<file path="src/rtl/itoa_pkg.sv">
// Package with the payload types, character constants and helpers of the integer to text block.
`timescale 1ns / 1ps
package itoa_pkg;

  localparam int ValueWidth = 32;
  localparam int RadixWidth = 6;
  localparam int CharWidth  = 7;
  localparam int MaxChars   = ValueWidth + 1;

  localparam logic [RadixWidth-1:0] RadixMin = 6'd2;
  localparam logic [RadixWidth-1:0] RadixMax = 6'd36;

  localparam logic [CharWidth-1:0] DigitZero = 7'h30;
  localparam logic [CharWidth-1:0] DigitNine = 7'h39;
  localparam logic [CharWidth-1:0] LetterGap = 7'h07;
  localparam logic [CharWidth-1:0] MinusSign = 7'h2D;

  typedef struct packed {
    logic signed [ValueWidth-1:0] value;
    logic [RadixWidth-1:0]        radix;
  } in_req_t;

  typedef struct packed {
    logic [CharWidth-1:0] character;
    logic                 is_last;
  } out_rsp_t;

  // Radix values outside two to thirty-six are pulled to the nearest end.
  function automatic logic [RadixWidth-1:0] clamp_radix(input logic [RadixWidth-1:0] r);
    logic [RadixWidth-1:0] res;
    res = r;
    if (r < RadixMin) res = RadixMin;
    if (r > RadixMax) res = RadixMax;
    return res;
  endfunction

  // Digit values of ten and above map onto the upper-case letters.
  function automatic logic [CharWidth-1:0] digit_char(input logic [RadixWidth-1:0] d);
    logic [CharWidth-1:0] c;
    c = DigitZero + {1'b0, d};
    if (c > DigitNine) c = c + LetterGap;
    return c;
  endfunction

endpackage

</file>
<file path="src/rtl/signed_int_to_ascii_radix.sv">
// Top level of the signed integer to ASCII text converter.
`timescale 1ns / 1ps
// Converts one signed 32-bit integer per request into its text in radix 2 to 36, most
// significant character first, one character per output request, with is_last on the final
// one; negative values get a leading minus sign. One restoring divider, shifting one quotient
// bit a cycle, is shared by all digits, which are worked out one after another. Digits are
// pushed onto a 33-entry stack memory as they are found, least significant first, with the
// minus sign of a negative value pushed last, and are popped in reverse; each pop reads the
// stack in StRead before the character is shown in StShow. No new request is taken until
// the last character has been delivered.
module signed_int_to_ascii_radix (
  input  logic               clk_i,
  input  logic               rst_ni,
  input  logic               in_valid_i,
  output logic               in_stall_o,
  input  itoa_pkg::in_req_t  in_req_i,
  output logic               out_valid_o,
  input  logic               out_stall_i,
  output itoa_pkg::out_rsp_t out_rsp_o
);
  import itoa_pkg::*;

  localparam int CntW = $clog2(MaxChars + 1);
  localparam int IdxW = $clog2(MaxChars);
  localparam int BitW = $clog2(ValueWidth);

  typedef enum logic [2:0] {
    StIdle,
    StDiv,
    StSign,
    StRead,
    StShow
  } state_e;

  state_e                 state_q;
  logic [ValueWidth-1:0]  mag_q;
  logic [RadixWidth-1:0]  rem_q;
  logic [RadixWidth-1:0]  radix_q;
  logic                   neg_q;
  logic [BitW-1:0]        bit_q;
  logic [CntW-1:0]        cnt_q;
  logic [CharWidth-1:0]   rd_q;
  logic [CharWidth-1:0]   stack_mem [MaxChars];

  logic [ValueWidth-1:0]  in_value;
  logic                   in_neg;
  logic [ValueWidth-1:0]  in_mag;
  logic [RadixWidth:0]    trial;
  logic [RadixWidth:0]    diff;
  logic                   ge;
  logic [RadixWidth-1:0]  rem_nx;
  logic [ValueWidth-1:0]  quo_nx;
  logic                   last_bit;
  logic                   wr_en;
  logic [CharWidth-1:0]   wr_data;
  logic [CntW-1:0]        cnt_dec;

  // Two's complement magnitude taken as unsigned, so the most negative value stays exact.
  assign in_value = in_req_i.value;
  assign in_neg   = in_value[ValueWidth-1];
  assign in_mag   = in_neg ? (~in_value + {{(ValueWidth-1){1'b0}}, 1'b1}) : in_value;

  // One restoring division step: bring down the next dividend bit and try the subtraction.
  assign trial    = {rem_q, mag_q[ValueWidth-1]};
  assign diff     = trial - {1'b0, radix_q};
  assign ge       = trial >= {1'b0, radix_q};
  assign rem_nx   = ge ? diff[RadixWidth-1:0] : trial[RadixWidth-1:0];
  assign quo_nx   = {mag_q[ValueWidth-2:0], ge};
  assign last_bit = bit_q == BitW'(ValueWidth - 1);

  assign wr_en    = ((state_q == StDiv) && last_bit) || (state_q == StSign);
  assign wr_data  = (state_q == StSign) ? MinusSign : digit_char(rem_nx);
  assign cnt_dec  = cnt_q - CntW'(1);

  assign in_stall_o           = state_q != StIdle;
  assign out_valid_o          = state_q == StShow;
  assign out_rsp_o.character  = rd_q;
  assign out_rsp_o.is_last    = cnt_q == '0;

  always_ff @(posedge clk_i) begin
    if (wr_en) begin
      stack_mem[cnt_q[IdxW-1:0]] <= wr_data;
    end
    if (state_q == StRead) begin
      rd_q <= stack_mem[cnt_dec[IdxW-1:0]];
    end
  end

  always_ff @(posedge clk_i or negedge rst_ni) begin
    if (!rst_ni) begin
      state_q <= StIdle;
      mag_q   <= '0;
      rem_q   <= '0;
      radix_q <= RadixMin;
      neg_q   <= 1'b0;
      bit_q   <= '0;
      cnt_q   <= '0;
    end else begin
      case (state_q)
        StIdle: begin
          if (in_valid_i) begin
            mag_q   <= in_mag;
            radix_q <= clamp_radix(in_req_i.radix);
            neg_q   <= in_neg;
            rem_q   <= '0;
            bit_q   <= '0;
            cnt_q   <= '0;
            state_q <= StDiv;
          end
        end
        StDiv: begin
          mag_q <= quo_nx;
          if (last_bit) begin
            // The remainder has just been pushed; the quotient is the next dividend.
            cnt_q <= cnt_q + CntW'(1);
            bit_q <= '0;
            rem_q <= '0;
            if (quo_nx == '0) begin
              state_q <= neg_q ? StSign : StRead;
            end
          end else begin
            rem_q <= rem_nx;
            bit_q <= bit_q + BitW'(1);
          end
        end
        StSign: begin
          cnt_q   <= cnt_q + CntW'(1);
          state_q <= StRead;
        end
        StRead: begin
          cnt_q   <= cnt_dec;
          state_q <= StShow;
        end
        StShow: begin
          if (!out_stall_i) begin
            state_q <= (cnt_q == '0) ? StIdle : StRead;
          end
        end
        default: begin
          state_q <= StIdle;
        end
      endcase
    end
  end

  a_no_accept_while_showing: assert property (@(posedge clk_i) disable iff (!rst_ni)
    out_valid_o |-> in_stall_o)
    else $error("request could be taken while a character is on show");

  a_stack_bounded: assert property (@(posedge clk_i) disable iff (!rst_ni)
    cnt_q <= CntW'(MaxChars))
    else $error("character stack overran its depth");

  a_ready_after_last: assert property (@(posedge clk_i) disable iff (!rst_ni)
    (out_valid_o && !out_stall_i && out_rsp_o.is_last) |=> !in_stall_o)
    else $error("block not ready after the last character was taken");

  a_positive_pop_follows: assert property (@(posedge clk_i) disable iff (!rst_ni)
    (state_q == StDiv && last_bit && quo_nx == '0 && !neg_q) |=> ##1 out_valid_o)
    else $error("first character did not appear after the final division");

endmodule

</file>
<file path="config.mk">
export PLATFORM = sky130hd
export DESIGN_NAME = signed_int_to_ascii_radix
export DESIGN_NICKNAME = d
export VERILOG_FILES = /design/src/rtl/itoa_pkg.sv /design/src/rtl/signed_int_to_ascii_radix.sv
export SDC_FILE = /design/constraint.sdc
export NUM_CORES = 1
export LEC_CHECK = 0
export BUFFER_PORTS_ARGS = -buffer_cell sky130_fd_sc_hd__buf_2
export CAP_MARGIN = 15
export CORE_ASPECT_RATIO = 1.4
export CORE_UTILIZATION = 40
export CTS_CLUSTER_DIAMETER = 120
export DETAILED_ROUTE_END_ITERATION = 6
export GPL_ROUTABILITY_DRIVEN = 0
export SYNTH_ARGS = -nofsm -noshare
export SYNTH_HDL_FRONTEND = slang
export SYNTH_SLANG_ARGS = --single-unit
</file>
<file path="constraint.sdc">
create_clock -name clk_i -period 6 [get_ports clk_i]
set_input_delay 1.2 -clock clk_i [delete_from_list [all_inputs] [get_ports clk_i]]
set_output_delay 1.2 -clock clk_i [all_outputs]
set_load 0.05 [all_outputs]
</file>
**Word-level counts from Yosys, hierarchy flattened**

Memory sizes are Yosys's and may differ from the RTL's. A register that Yosys moved wholly into a read port is not among the register bits.
Index checks and enable logic that the tools add are counted.

- Register bits: 59
- Bits in latches: 0
- RAM bits: 231
- ROM bits: 0
- Input bits: 42
- Output and inout bits: 10
- Memories: 1

- Add/sub/neg operators: 7
- Multiply operators: 0
- Div/mod/pow operators: 0
- $lt $le $gt $ge: 4
- Equal/unequal tests: 9
- Shifts and indexed selects: 0
- Muxes and demuxes: 25
- Bitwise operators: 1
- Reductions and logical operators: 12

Memories:

| name | depth | bits a word | rd ports | clocked after memory_dff | wr ports | line | source |
|---|---|---|---|---|---|---|---|
| stack_mem | 33 | 7 | 1 | 1 | 1 | signed_int_to_ascii_radix.sv:43 | `logic [CharWidth-1:0] stack_mem [MaxChars];` |

Operator list:

| cell | count |
|---|---|
| 2-to-1 mux 32 bit | 2 |
| one-hot mux 32 bit (2 select lines) | 1 |
| 2-to-1 mux 6 bit | 6 |
| adder 32 x 1 -> 32 bit, second input constant | 1 |
| logical NOT 32 bit | 1 |
| NOT 32 bit | 1 |
| one-hot mux 6 bit (4 select lines) | 1 |
| one-hot mux 3 bit (5 select lines) | 1 |
| 2-to-1 mux 7 bit | 2 |
| 2-to-1 mux 3 bit | 4 |
| one-hot mux 6 bit (2 select lines) | 1 |
| 2-to-1 mux 5 bit | 2 |
| one-hot mux 5 bit (2 select lines) | 1 |
| adder 6 x 6 -> 7 bit, first input constant | 1 |
| adder 7 x 3 -> 7 bit, second input constant | 1 |
| greater-or-equal comparator 7 x 6 -> 1 bit | 1 |
| > comparator 7 x 6 -> 1 bit, second input constant | 1 |
| adder 6 x 1 -> 6 bit, second input constant | 1 |
| equality test 3 x 2 -> 1 bit, second input constant | 2 |
| > comparator 6 bit, second input constant | 1 |
| logical NOT 6 bit | 1 |
| less-than comparator 6 x 2 -> 1 bit, second input constant | 1 |
| inequality test 2 bit, second input constant | 3 |
| subtractor 6 x 1 -> 6 bit, second input constant | 1 |
| 17 further kinds | 20 |

**Longest topological paths before layout**

Gate-level depths: netlist of the first run.

- Depth after elaboration: 6
- Mapped depth: 17
- Depth with buffers taken out: 16

**Worst setup path before layout of the first run**

Ideal clock, no wire load.

- Kind: register -> register
- From: register radix_q[1]
- To: memory stack_mem[0][0] (data pin)
- Setup time: 0.462 ns
- Arrival time: 4.698 ns
- Data required time: 5.538 ns
- Path slack: 0.841 ns
- Stages on the path, launching flop included: 16
- Path buffers: 2
- Cells stage by stage: dfstp_2 -> inv_1 -> ha_1 -> inv_1 -> o21ai_0 -> a21o_1 -> clkbuf_1 -> clkbuf_1 -> mux2i_1 -> ha_1 -> nand3_1 -> or2_2 -> a211oi_1 -> a31oi_1 -> and3_1 -> o21ai_0

- Word-level cells in the longest chain between the ends: 6

RTL lines:

| item | line | source |
|---|---|---|
| from (decl) | signed_int_to_ascii_radix.sv:38 | `logic [RadixWidth-1:0] radix_q;` |
| from (signal assigned) | signed_int_to_ascii_radix.sv:94 | `radix_q <= RadixMin;` |
| from (signal assigned) | signed_int_to_ascii_radix.sv:103 | `radix_q <= clamp_radix(in_req_i.radix);` |
| greater-or-equal comparator 7 x 6 -> 1 bit / subtractor 6 bit (equally long branches) | signed_int_to_ascii_radix.sv:66, signed_int_to_ascii_radix.sv:65 |  |
| 2-to-1 mux 6 bit (*) | signed_int_to_ascii_radix.sv:67 | `assign rem_nx = ge ? diff[RadixWidth-1:0] : trial[RadixWidth-1:0];` |
| adder 6 x 6 -> 7 bit (*) | itoa_pkg.sv:40 | `c = DigitZero + {1'b0, d};` |
| adder 7 x 3 -> 7 bit / > comparator 7 x 6 -> 1 bit (equally long branches) | itoa_pkg.sv:41 | `if (c > DigitNine) c = c + LetterGap;` |
| 2-to-1 mux 7 bit (*) | itoa_pkg.sv:41 |  |
| 2-to-1 mux 7 bit (*) | signed_int_to_ascii_radix.sv:72 | `assign wr_data = (state_q == StSign) ? MinusSign : digit_char(rem_nx);` |
| named net wr_data[0] | signed_int_to_ascii_radix.sv:55 | `logic [CharWidth-1:0] wr_data;` |
| to (decl) | signed_int_to_ascii_radix.sv:43 |  |

The timed path passes the listed nets; every way through them passes the cells marked *.

**Worst setup path after layout of the first run**

- From: register radix_q[1]
- To: memory stack_mem[1][5] (data pin)

- Word-level cells in the longest chain between the ends: 6

RTL lines:

| item | line |
|---|---|
| subtractor 6 bit / greater-or-equal comparator 7 x 6 -> 1 bit (equally long branches) | signed_int_to_ascii_radix.sv:65, signed_int_to_ascii_radix.sv:66 |
| 2-to-1 mux 6 bit (*) | signed_int_to_ascii_radix.sv:67 |
| adder 6 x 6 -> 7 bit (*) | itoa_pkg.sv:40 |
| adder 7 x 3 -> 7 bit / > comparator 7 x 6 -> 1 bit (equally long branches) | itoa_pkg.sv:41 |
| 2-to-1 mux 7 bit (*) | itoa_pkg.sv:41 |
| 2-to-1 mux 7 bit (*) | signed_int_to_ascii_radix.sv:72 |
| named net wr_data[5] | signed_int_to_ascii_radix.sv:55 |

Marked as above.

==> results_dict.tcl, run 1 <==
set metrics [dict create \
    met3_usage 0.0242 \
    busiest_layer "met2" \
    post-route-drc-count 0 \
    rows 78 \
    synth_xor_area_frac 0.0243 \
    post_cts_resized 0 \
    area_delta_synth_final_pct 13.2 \
    syn_area_sq_um 13300 \
    clkTransAtPathRegs_ns 0.06 \
    ff2ff_path_depth 14 \
    min_to "radix_q[0]" \
    ys_async_sr_fraction 0.199 \
    crit_slowest_cell "nand2_1" \
    grt_pass1_vias 7922 \
    synth_edf_count 238 \
    synth_cell_type_count 69 \
    min-delay-path-class "reg2reg" \
    via_per_inst 5.38 \
    synthCells 885 \
    die_w_um 156 \
    setup_violations 0 \
    yosys_warnings 0 \
    cp.required_ns 6.03 \
    worst_skew_pair.late_latency_ns 0.54 \
    cp.arrival_ns 4.83 \
    synth_top_area_frac 0.536 \
    grt_usage 0.175 \
    rrSetupSlack_ns 1.20 \
    ys_seq_elements 297 \
    critPathLaunchType "flip-flop" \
    postSynthAreaPerCell_sq_um 15.1 \
    holdWs_ns 0.484 \
    synth_compound_area_frac 0.0829 \
    dieArea_sq_um 34100 \
    numCtsBuffers 29 \
    start_util 0.409 \
    synth_top_family_by_area "multiplexers" \
    gr-usage-met2 0.326 \
    synth-simple-area-share 0.0796 \
    ys.flop_type "edfxtp_1" \
    grt-ovfl-total 0 \
    critPathMaxStageDelay_ns 0.60 \
    max_freq_ghz 0.209 \
    reg2reg_from "radix_q[1]" \
    hold_buffers 0 \
    met1_usage 0.210 \
    clk_path_buf_depth 3 \
    io-pin-count 52 \
    rsz0062_at_grt "false" \
    drt-initial-drc-count 594 \
    drt_wl_total_mm 28.5 \
    grt_pass1_wl_mm 45.1 \
    ant_nets 0 \
    min_period_over_period 0.799 \
    tightest_slew_ns 1.08 \
    antenna_found_initial 0 \
    critical_path.cell_chain "inv_1 > ha_1 > inv_1 > o21ai_0 > a21o_1 > mux2i_1 > ha_1 > nand3_1 > or2_2 > a211oi_1 > a31oi_1 > nand4b_1 > xnor2_1 > nand2_1" \
    setup-tns-final_ns 0 \
    finalClockSkew_ns 0.00692 \
    synthTopCellsByArea "edfxtp_1, mux4_2, dfrtp_1, o21ai_0, nor2_1" \
    cts_setup_buffers 0 \
    syn_nets 943 \
    maxSlewViolCount 0 \
    drt_pre_antenna_iters 5 \
    relSlewSlack 0.272 \
    synth_top_cell_by_area "edfxtp_1" \
    synthMuxAreaShare 0.130 \
    fin_nets 1000 \
    die_h_um 218 \
    htreeDepth 1 \
    yosysSeqAreaShare 0.647 \
    holdPathStages 2 \
    min_from "radix_q[0]" \
    cts_tree "built" \
    drive_gt1_frac 0.220 \
    hold_viol 0 \
    hpwl_mm 19.1 \
    cap_violations 0 \
    end_kind "flip-flop" \
    num_vias 7558 \
    grt_max_degree 60 \
    status "completed" \
    synth_fa_ha_area_frac 0.0163 \
    worst_r2r_endpoint "stack_mem[1][5]" \
    final.min_clock_period_ns 4.80 \
    path_max_fanout 33 \
    antenna_cells 0 \
    detail_route.wl_per_cell_um 20.3 \
    clockRootBuffer "clkbuf_16" \
    worstSetupPathType "reg2reg" \
    core_area_sq_um 32600 \
    clkSinkCount 297 \
    io_buffers 51 \
]
[synth_stat cells (10+ instances only)]
library cell    n
o21ai_0        73
nor3_1         10
nand2_1        47
xnor2_1        19
nor2_1         66
inv_1          22
mux2i_1        12
edfxtp_1      238
mux4_2         70
a21oi_1        32
ha_1           15
xor2_1         18
dfrtp_1        58
and3_1         10
a22oi_1        22
clkbuf_1       27
[worst max-delay path by stage]
stage	from	to	slack (ns)
finish	radix_q[1]	stack_mem[1][5]	1.20
global route	radix_q[1]	stack_mem[1][5]	0.73
CTS	radix_q[1]	stack_mem[0][3]	1.10
detailed placement	radix_q[1]	stack_mem[4][3]	1.11
global placement	radix_q[1]	stack_mem[14][3]	1.31
floorplan	radix_q[1]	stack_mem[0][0]	0.84
[routing by layer]
metal / up-vias / wire length [um]
li1: 3573 / -
met1: 3790 / 11600
met2: 167 / 15300
met3: 28 / 1130
met4: 0 / 497
met5: - / 0
[final cells by class]
class,instances,area [sq um]
Multi-Input combinational cell,525,4490
Fill cell,2944,17500
Inverter,22,82.6
Clock buffer,40,787
Timing Repair Buffer,67,395
Sequential cell,297,8630
Tap cell,440,551
Clock inverter,13,154
[metrics by stage]
stage               setup slack (ns)  instance area [sq um]  cells  utilization
finish                          1.20                  15100   1404        0.463
global route                   0.725                  15100   1404        0.463
CTS                             1.10                  15100   1402        0.462
detailed placement              1.11                  14100   1349        0.433
global placement                1.31                  14100   1349        0.433
floorplan                      0.841                  13300    885            -
[worst max-delay path: cells and delay by family (launching register included)]
kind	cells	cell delay, ns
XOR/XNOR	1	0.12
buffers and inverters	2	0.08
AO/OA/AOI/OAI	4	1.30
AND/OR/NAND/NOR	4	1.19
flip-flops	1	0.55
adder cells (fa/ha/maj)	2	0.64
multiplexers	1	0.37
[cell families (layout without fill, tap and decap cells)]
group | after synthesis | in the layout
adder cells (fa/ha/maj) | 17 | 17
flip-flops | 297 | 297
buffers and inverters | 63 | 142
AND/OR/NAND/NOR | 210 | 210
AO/OA/AOI/OAI | 176 | 176
multiplexers | 85 | 85
XOR/XNOR | 37 | 37
[registers in the layout, summed over array words and instances (netlist names)]
name,count
stack_mem,231
neg_q,1
mag_q,32
cnt_q,6
rd_q,7
state_q,3
radix_q,6
bit_q,5
rem_q,6
[placed cells by master, fill, tap and decap left out, types with 5 or more instances in the layout]
cell / count
mux2i_1: 12
mux4_2: 70
nand2b_1: 9
xor2_1: 17
and3_1: 10
clkbuf_16: 29
nor2_1: 64
clkbuf_1: 9
xnor2_1: 18
a21o_1: 5
a21oi_1: 31
a22oi_1: 22
nand3b_1: 5
buf_4: 14
edfxtp_1: 238
dfrtp_1: 57
buf_2: 51
ha_1: 14
or3_1: 8
o21ai_0: 70
nor4_1: 9
nor3_1: 10
nor2b_1: 5
nand2_1: 47
inv_1: 22
clkinv_2: 5
nand3_1: 9
Power of run 1 is not shown: default switching activity piles up to over one toggle a cycle in this logic, so the estimate is an artifact.
==> inputs of run 2 (changes only) <==
Clock period 6 ns to 4.2 ns, I/O delays scaled along.
==> results_dict.tcl, run 2 (synthesis results as in run 1) <==
set metrics [dict create \
    status "completed" \
    reg2reg_from "rem_q[3]" \
    rows 78 \
    mostFrequentLayoutCells "edfxtp_1, o21ai_0, mux4_2" \
    clkSinkCount 297 \
    die_h_um 218 \
    antenna_found_initial 0 \
    die_w_um 156 \
    htreeDepth 1 \
    layout.cells.non_filler 1428 \
    min_period_over_period 0.955 \
    crit_start "rem_q[3]" \
    ant_nets 0 \
    gr-usage-met2 0.313 \
    detail_route.wl_per_cell_um 19.9 \
    setup-tns-final_ns 0 \
    finalClockSkew_ns 0.0194 \
    place_inst 1379 \
    end_kind "flip-flop" \
    maxSlewViolCount 0 \
    cap_violations 0 \
    layout_commonest_cell "edfxtp_1" \
    worstSetupPathType "reg2reg" \
    max_freq_ghz 0.249 \
    largest_reg_flops 231 \
    met3_usage 0.0227 \
    clk_path_buf_depth 3 \
    cp.required_ns 4.42 \
    fin_nets 1027 \
    worst_skew_pair.late_latency_ns 0.55 \
    grt-ovfl-total 0 \
    core_area_sq_um 32600 \
    start_util 0.409 \
    setup_violations 0 \
    area_delta_synth_final_pct 14.5 \
    met1_usage 0.209 \
    drt-initial-drc-count 325 \
    grt_max_degree 37 \
    post-route-drc-count 0 \
    drive_gt1_frac 0.244 \
    grt_pass1_wl_mm 45.0 \
    antenna_cells 0 \
    drt_pre_antenna_iters 5 \
    final.min_clock_period_ns 4.01 \
    hold_viol 0 \
    numCtsBuffers 27 \
    clkTransAtPathRegs_ns 0.07 \
    rsz0062_at_grt "true" \
    relSlewSlack 0.424 \
    critPathLaunchType "flip-flop" \
    cts_setup_buffers 0 \
    min-delay-path-class "in2async" \
    grt_pass1_vias 7947 \
    io_buffers 51 \
    path_max_fanout 17 \
    cts_tree "built" \
    hpwl_mm 19.3 \
    postLayoutSetupSlackWorst_ns 0.189 \
    io-pin-count 52 \
    place_ws_ns -0.138 \
    grt_usage 0.173 \
    busiest_layer "met2" \
    num-fill-cells 2905 \
    tightest_slew_ns 0.860 \
    dieArea_sq_um 34100 \
    clockRootBuffer "clkbuf_16" \
    num_vias 7704 \
    drt_wl_total_mm 28.4 \
    cp.arrival_ns 4.23 \
    via_per_inst 5.39 \
]
## run 2: critical path: stages (launching register included)
cell and delay, ns:
dfrtp_1 0.39, ha_1 0.31, a21o_1 0.16, a211o_1 0.30, a21o_1 0.25, o21ai_0 0.41
ha_1 0.25, buf_4 0.11, nand3_1 0.08, or2_2 0.27, a211oi_1 0.20, a31oi_1 0.12
a21oi_1 0.58, o21ai_4 0.24
## run 2: worst paths after layout
check / to / slack [ns] / cells past startpoint
min in group clk_i: radix_q[0] / 0.48 / 2
min: mag_q[23] / 0.27 / 1
max reg2reg: stack_mem[25][0] / 0.19 / 13
max: stack_mem[25][0] / 0.19 / 13
min reg2reg: radix_q[0] / 0.48 / 2
max in group asynchronous: radix_q[1] / 3.00 / 2
## run 2: per-stage QoR
stage	util	hold slack, ns	cell area [sq um]
6_report	0.468	0.274	15300
5_1_grt	0.468	0.299	15300
4_1_cts	0.468	0.274	15300
3_5_place_dp	0.440	0.467	14300
3_3_place_gp	0.440	0.457	14300
2_1_floorplan	-	0.443	13400
## run 2: what timing repair did
item / CTS / global route
cloned: 0 / 1
hold buffers: 0 / 0
resized for setup: 1 / 1
pin swaps: 0 / 1
hold endpoints to repair: 0 / 0
endpoints found under the setup margin: 33 / 66
## run 2: routing by layer
metal | part of all wire | wire (um)
met1 | 0.40 | 11500
met2 | 0.53 | 15000
met3 | 0.038 | 1090
met4 | 0.030 | 849
met5 | 0 | 0
## run 2: final cells by class
class,instances,area [sq um],area share
multi-input cells,526,4510,0.295
well taps,440,551,0.0361
clock buffers,28,679,0.0445
repair buffers,95,598,0.0392
inverters,22,82.6,0.00541
flip-flops and latches,297,8630,0.565
clock inverters,20,219,0.0143
Power of run 2 is left out for the same reason.
==> inputs of run 3 (changes only) <==
Settings changed: PLACE_DENSITY_LB_ADDON from default to 0.15.
==> results_dict.tcl, run 3 (synthesis results as in run 1) <==
set metrics [dict create \
    hold_viol 0 \
    place_ws_ns 0.0789 \
    min_period_over_period 0.922 \
    postLayoutSetupSlackWorst_ns 0.329 \
    worstSetupPathType "reg2reg" \
    relSlewSlack 0.337 \
    layout_commonest_cell "edfxtp_1" \
    num_vias 7738 \
    tightest_slew_ns 0.991 \
    critical_path.cell_chain "ha_1 > a21o_1 > a211o_1 > a21o_1 > buf_12 > nand2_1 > o21ai_0 > inv_1 > ha_1 > nand3_1 > or2_2 > a211oi_1 > a31oi_1 > buf_4 > nand4b_1 > xnor2_1 > nand2_1 > buf_12" \
    cts_tree "built" \
    critical_path_buf_inv_count 4 \
    via_per_inst 5.43 \
    rrSetupSlack_ns 0.33 \
    detail_route.wl_per_cell_um 20.9 \
    setup-tns-final_ns 0 \
    drt-initial-drc-count 430 \
    cp_top_family "compound AO/OA/AOI/OAI gates" \
    max_freq_ghz 0.258 \
    crit_slowest_cell "dfrtp_1" \
    fin_nets 1023 \
    critPathMaxStageDelay_ns 0.41 \
    grt_max_degree 57 \
    min-delay-path-class "in2async" \
    clkTransAtPathRegs_ns 0.06 \
    final_util 0.470 \
    cp.arrival_ns 4.16 \
    io_buffers 51 \
    clk_path_buf_depth 3 \
    status "completed" \
    start_util 0.409 \
    finalClockSkew_ns 0.0138 \
    hpwl_mm 20.2 \
    path_max_fanout 33 \
    end_kind "flip-flop" \
    numCtsBuffers 29 \
    reg2reg_from "rem_q[3]" \
    largest_reg_flops 231 \
    hold_buffers 0 \
    cp.required_ns 4.49 \
    crit_start "rem_q[3]" \
    post-route-drc-count 0 \
    clkSinkCount 297 \
    num-fill-cells 2938 \
    die_w_um 156 \
    area_delta_synth_final_pct 14.9 \
    cap_violations 0 \
    critPathLaunchType "flip-flop" \
    grt_pass1_vias 7990 \
    dieArea_sq_um 34100 \
    die_h_um 218 \
    final.min_clock_period_ns 3.87 \
    maxSlewViolCount 0 \
    rsz0062_at_grt "false" \
    grt_pass1_wl_mm 46.2 \
    drive_gt1_frac 0.237 \
    drt_pre_antenna_iters 5 \
    drt_wl_total_mm 29.8 \
    io-pin-count 52 \
    grt_usage 0.180 \
    clockRootBuffer "clkbuf_16" \
    htreeDepth 1 \
    setup_violations 0 \
    ant_nets 0 \
    core_area_sq_um 32600 \
    antenna_found_initial 0 \
    worst_skew_pair.late_latency_ns 0.56 \
    antenna_cells 0 \
    grt-ovfl-total 0 \
    mostFrequentLayoutCells "edfxtp_1, o21ai_0, mux4_2" \
    rows 78 \
]
## run 3: changes by cell type in the layout (fill, tap and decap cells not counted), sizes merged
| cell | previous run | this run |
|---|---|---|
| buf | 95 | 89 |
| clkbuf | 28 | 40 |
| inv | 24 | 23 |
| bufinv | 4 | 2 |
| clkinv | 10 | 7 |
| clkinvlp | 4 | 2 |
## run 3: area by class of cell
| type | count | area [sq um] | area share |
|---|---|---|---|
| Inverter | 22 | 82.6 | 0.00539 |
| Clock buffer | 40 | 787 | 0.0514 |
| Sequential cell | 297 | 8630 | 0.563 |
| Timing Repair Buffer | 89 | 628 | 0.0410 |
| Tap cell | 440 | 551 | 0.0360 |
| Clock inverter | 12 | 115 | 0.00752 |
| Multi-Input combinational cell | 526 | 4520 | 0.295 |
## run 3: worst paths after layout
| kind | to | cells after the start |
|---|---|---|
| setup reg to reg | stack_mem[2][5] | 18 |
| hold / removal | mag_q[24] | 1 |
| setup / recovery | stack_mem[2][5] | 18 |
| hold reg to reg | radix_q[0] | 2 |
| max in group asynchronous | cnt_q[0] | 2 |
| min in group clk_i | radix_q[0] | 2 |
## run 3: repair_timing
| action | 4_1_cts | 5_1_grt |
|---|---|---|
| setup endpoints to repair | 0 | 99 |
| setup buffers | 0 | 2 |
| resized for setup | 0 | 5 |
## run 3: through the flow
stage,instance area (sq um),hold WS (ns),std cells
after global placement,14300,0.455,1371
after detailed placement,14300,0.475,1371
after global routing,15300,0.233,1426
after CTS,15200,0.216,1423
final,15300,0.218,1426
after floorplan,13400,0.443,885
## run 3: metal layers
| metal | GRT usage | vias up | wire, um |
|---|---|---|---|
| met5 | 0 | - | 0 |
| met4 | 0.0663 | 0 | 868 |
| met3 | 0.0221 | 49 | 1170 |
| met2 | 0.328 | 196 | 15600 |
| met1 | 0.217 | 3871 | 12200 |
| li1 | - | 3622 | - |
Power of run 3 is left out for the same reason.
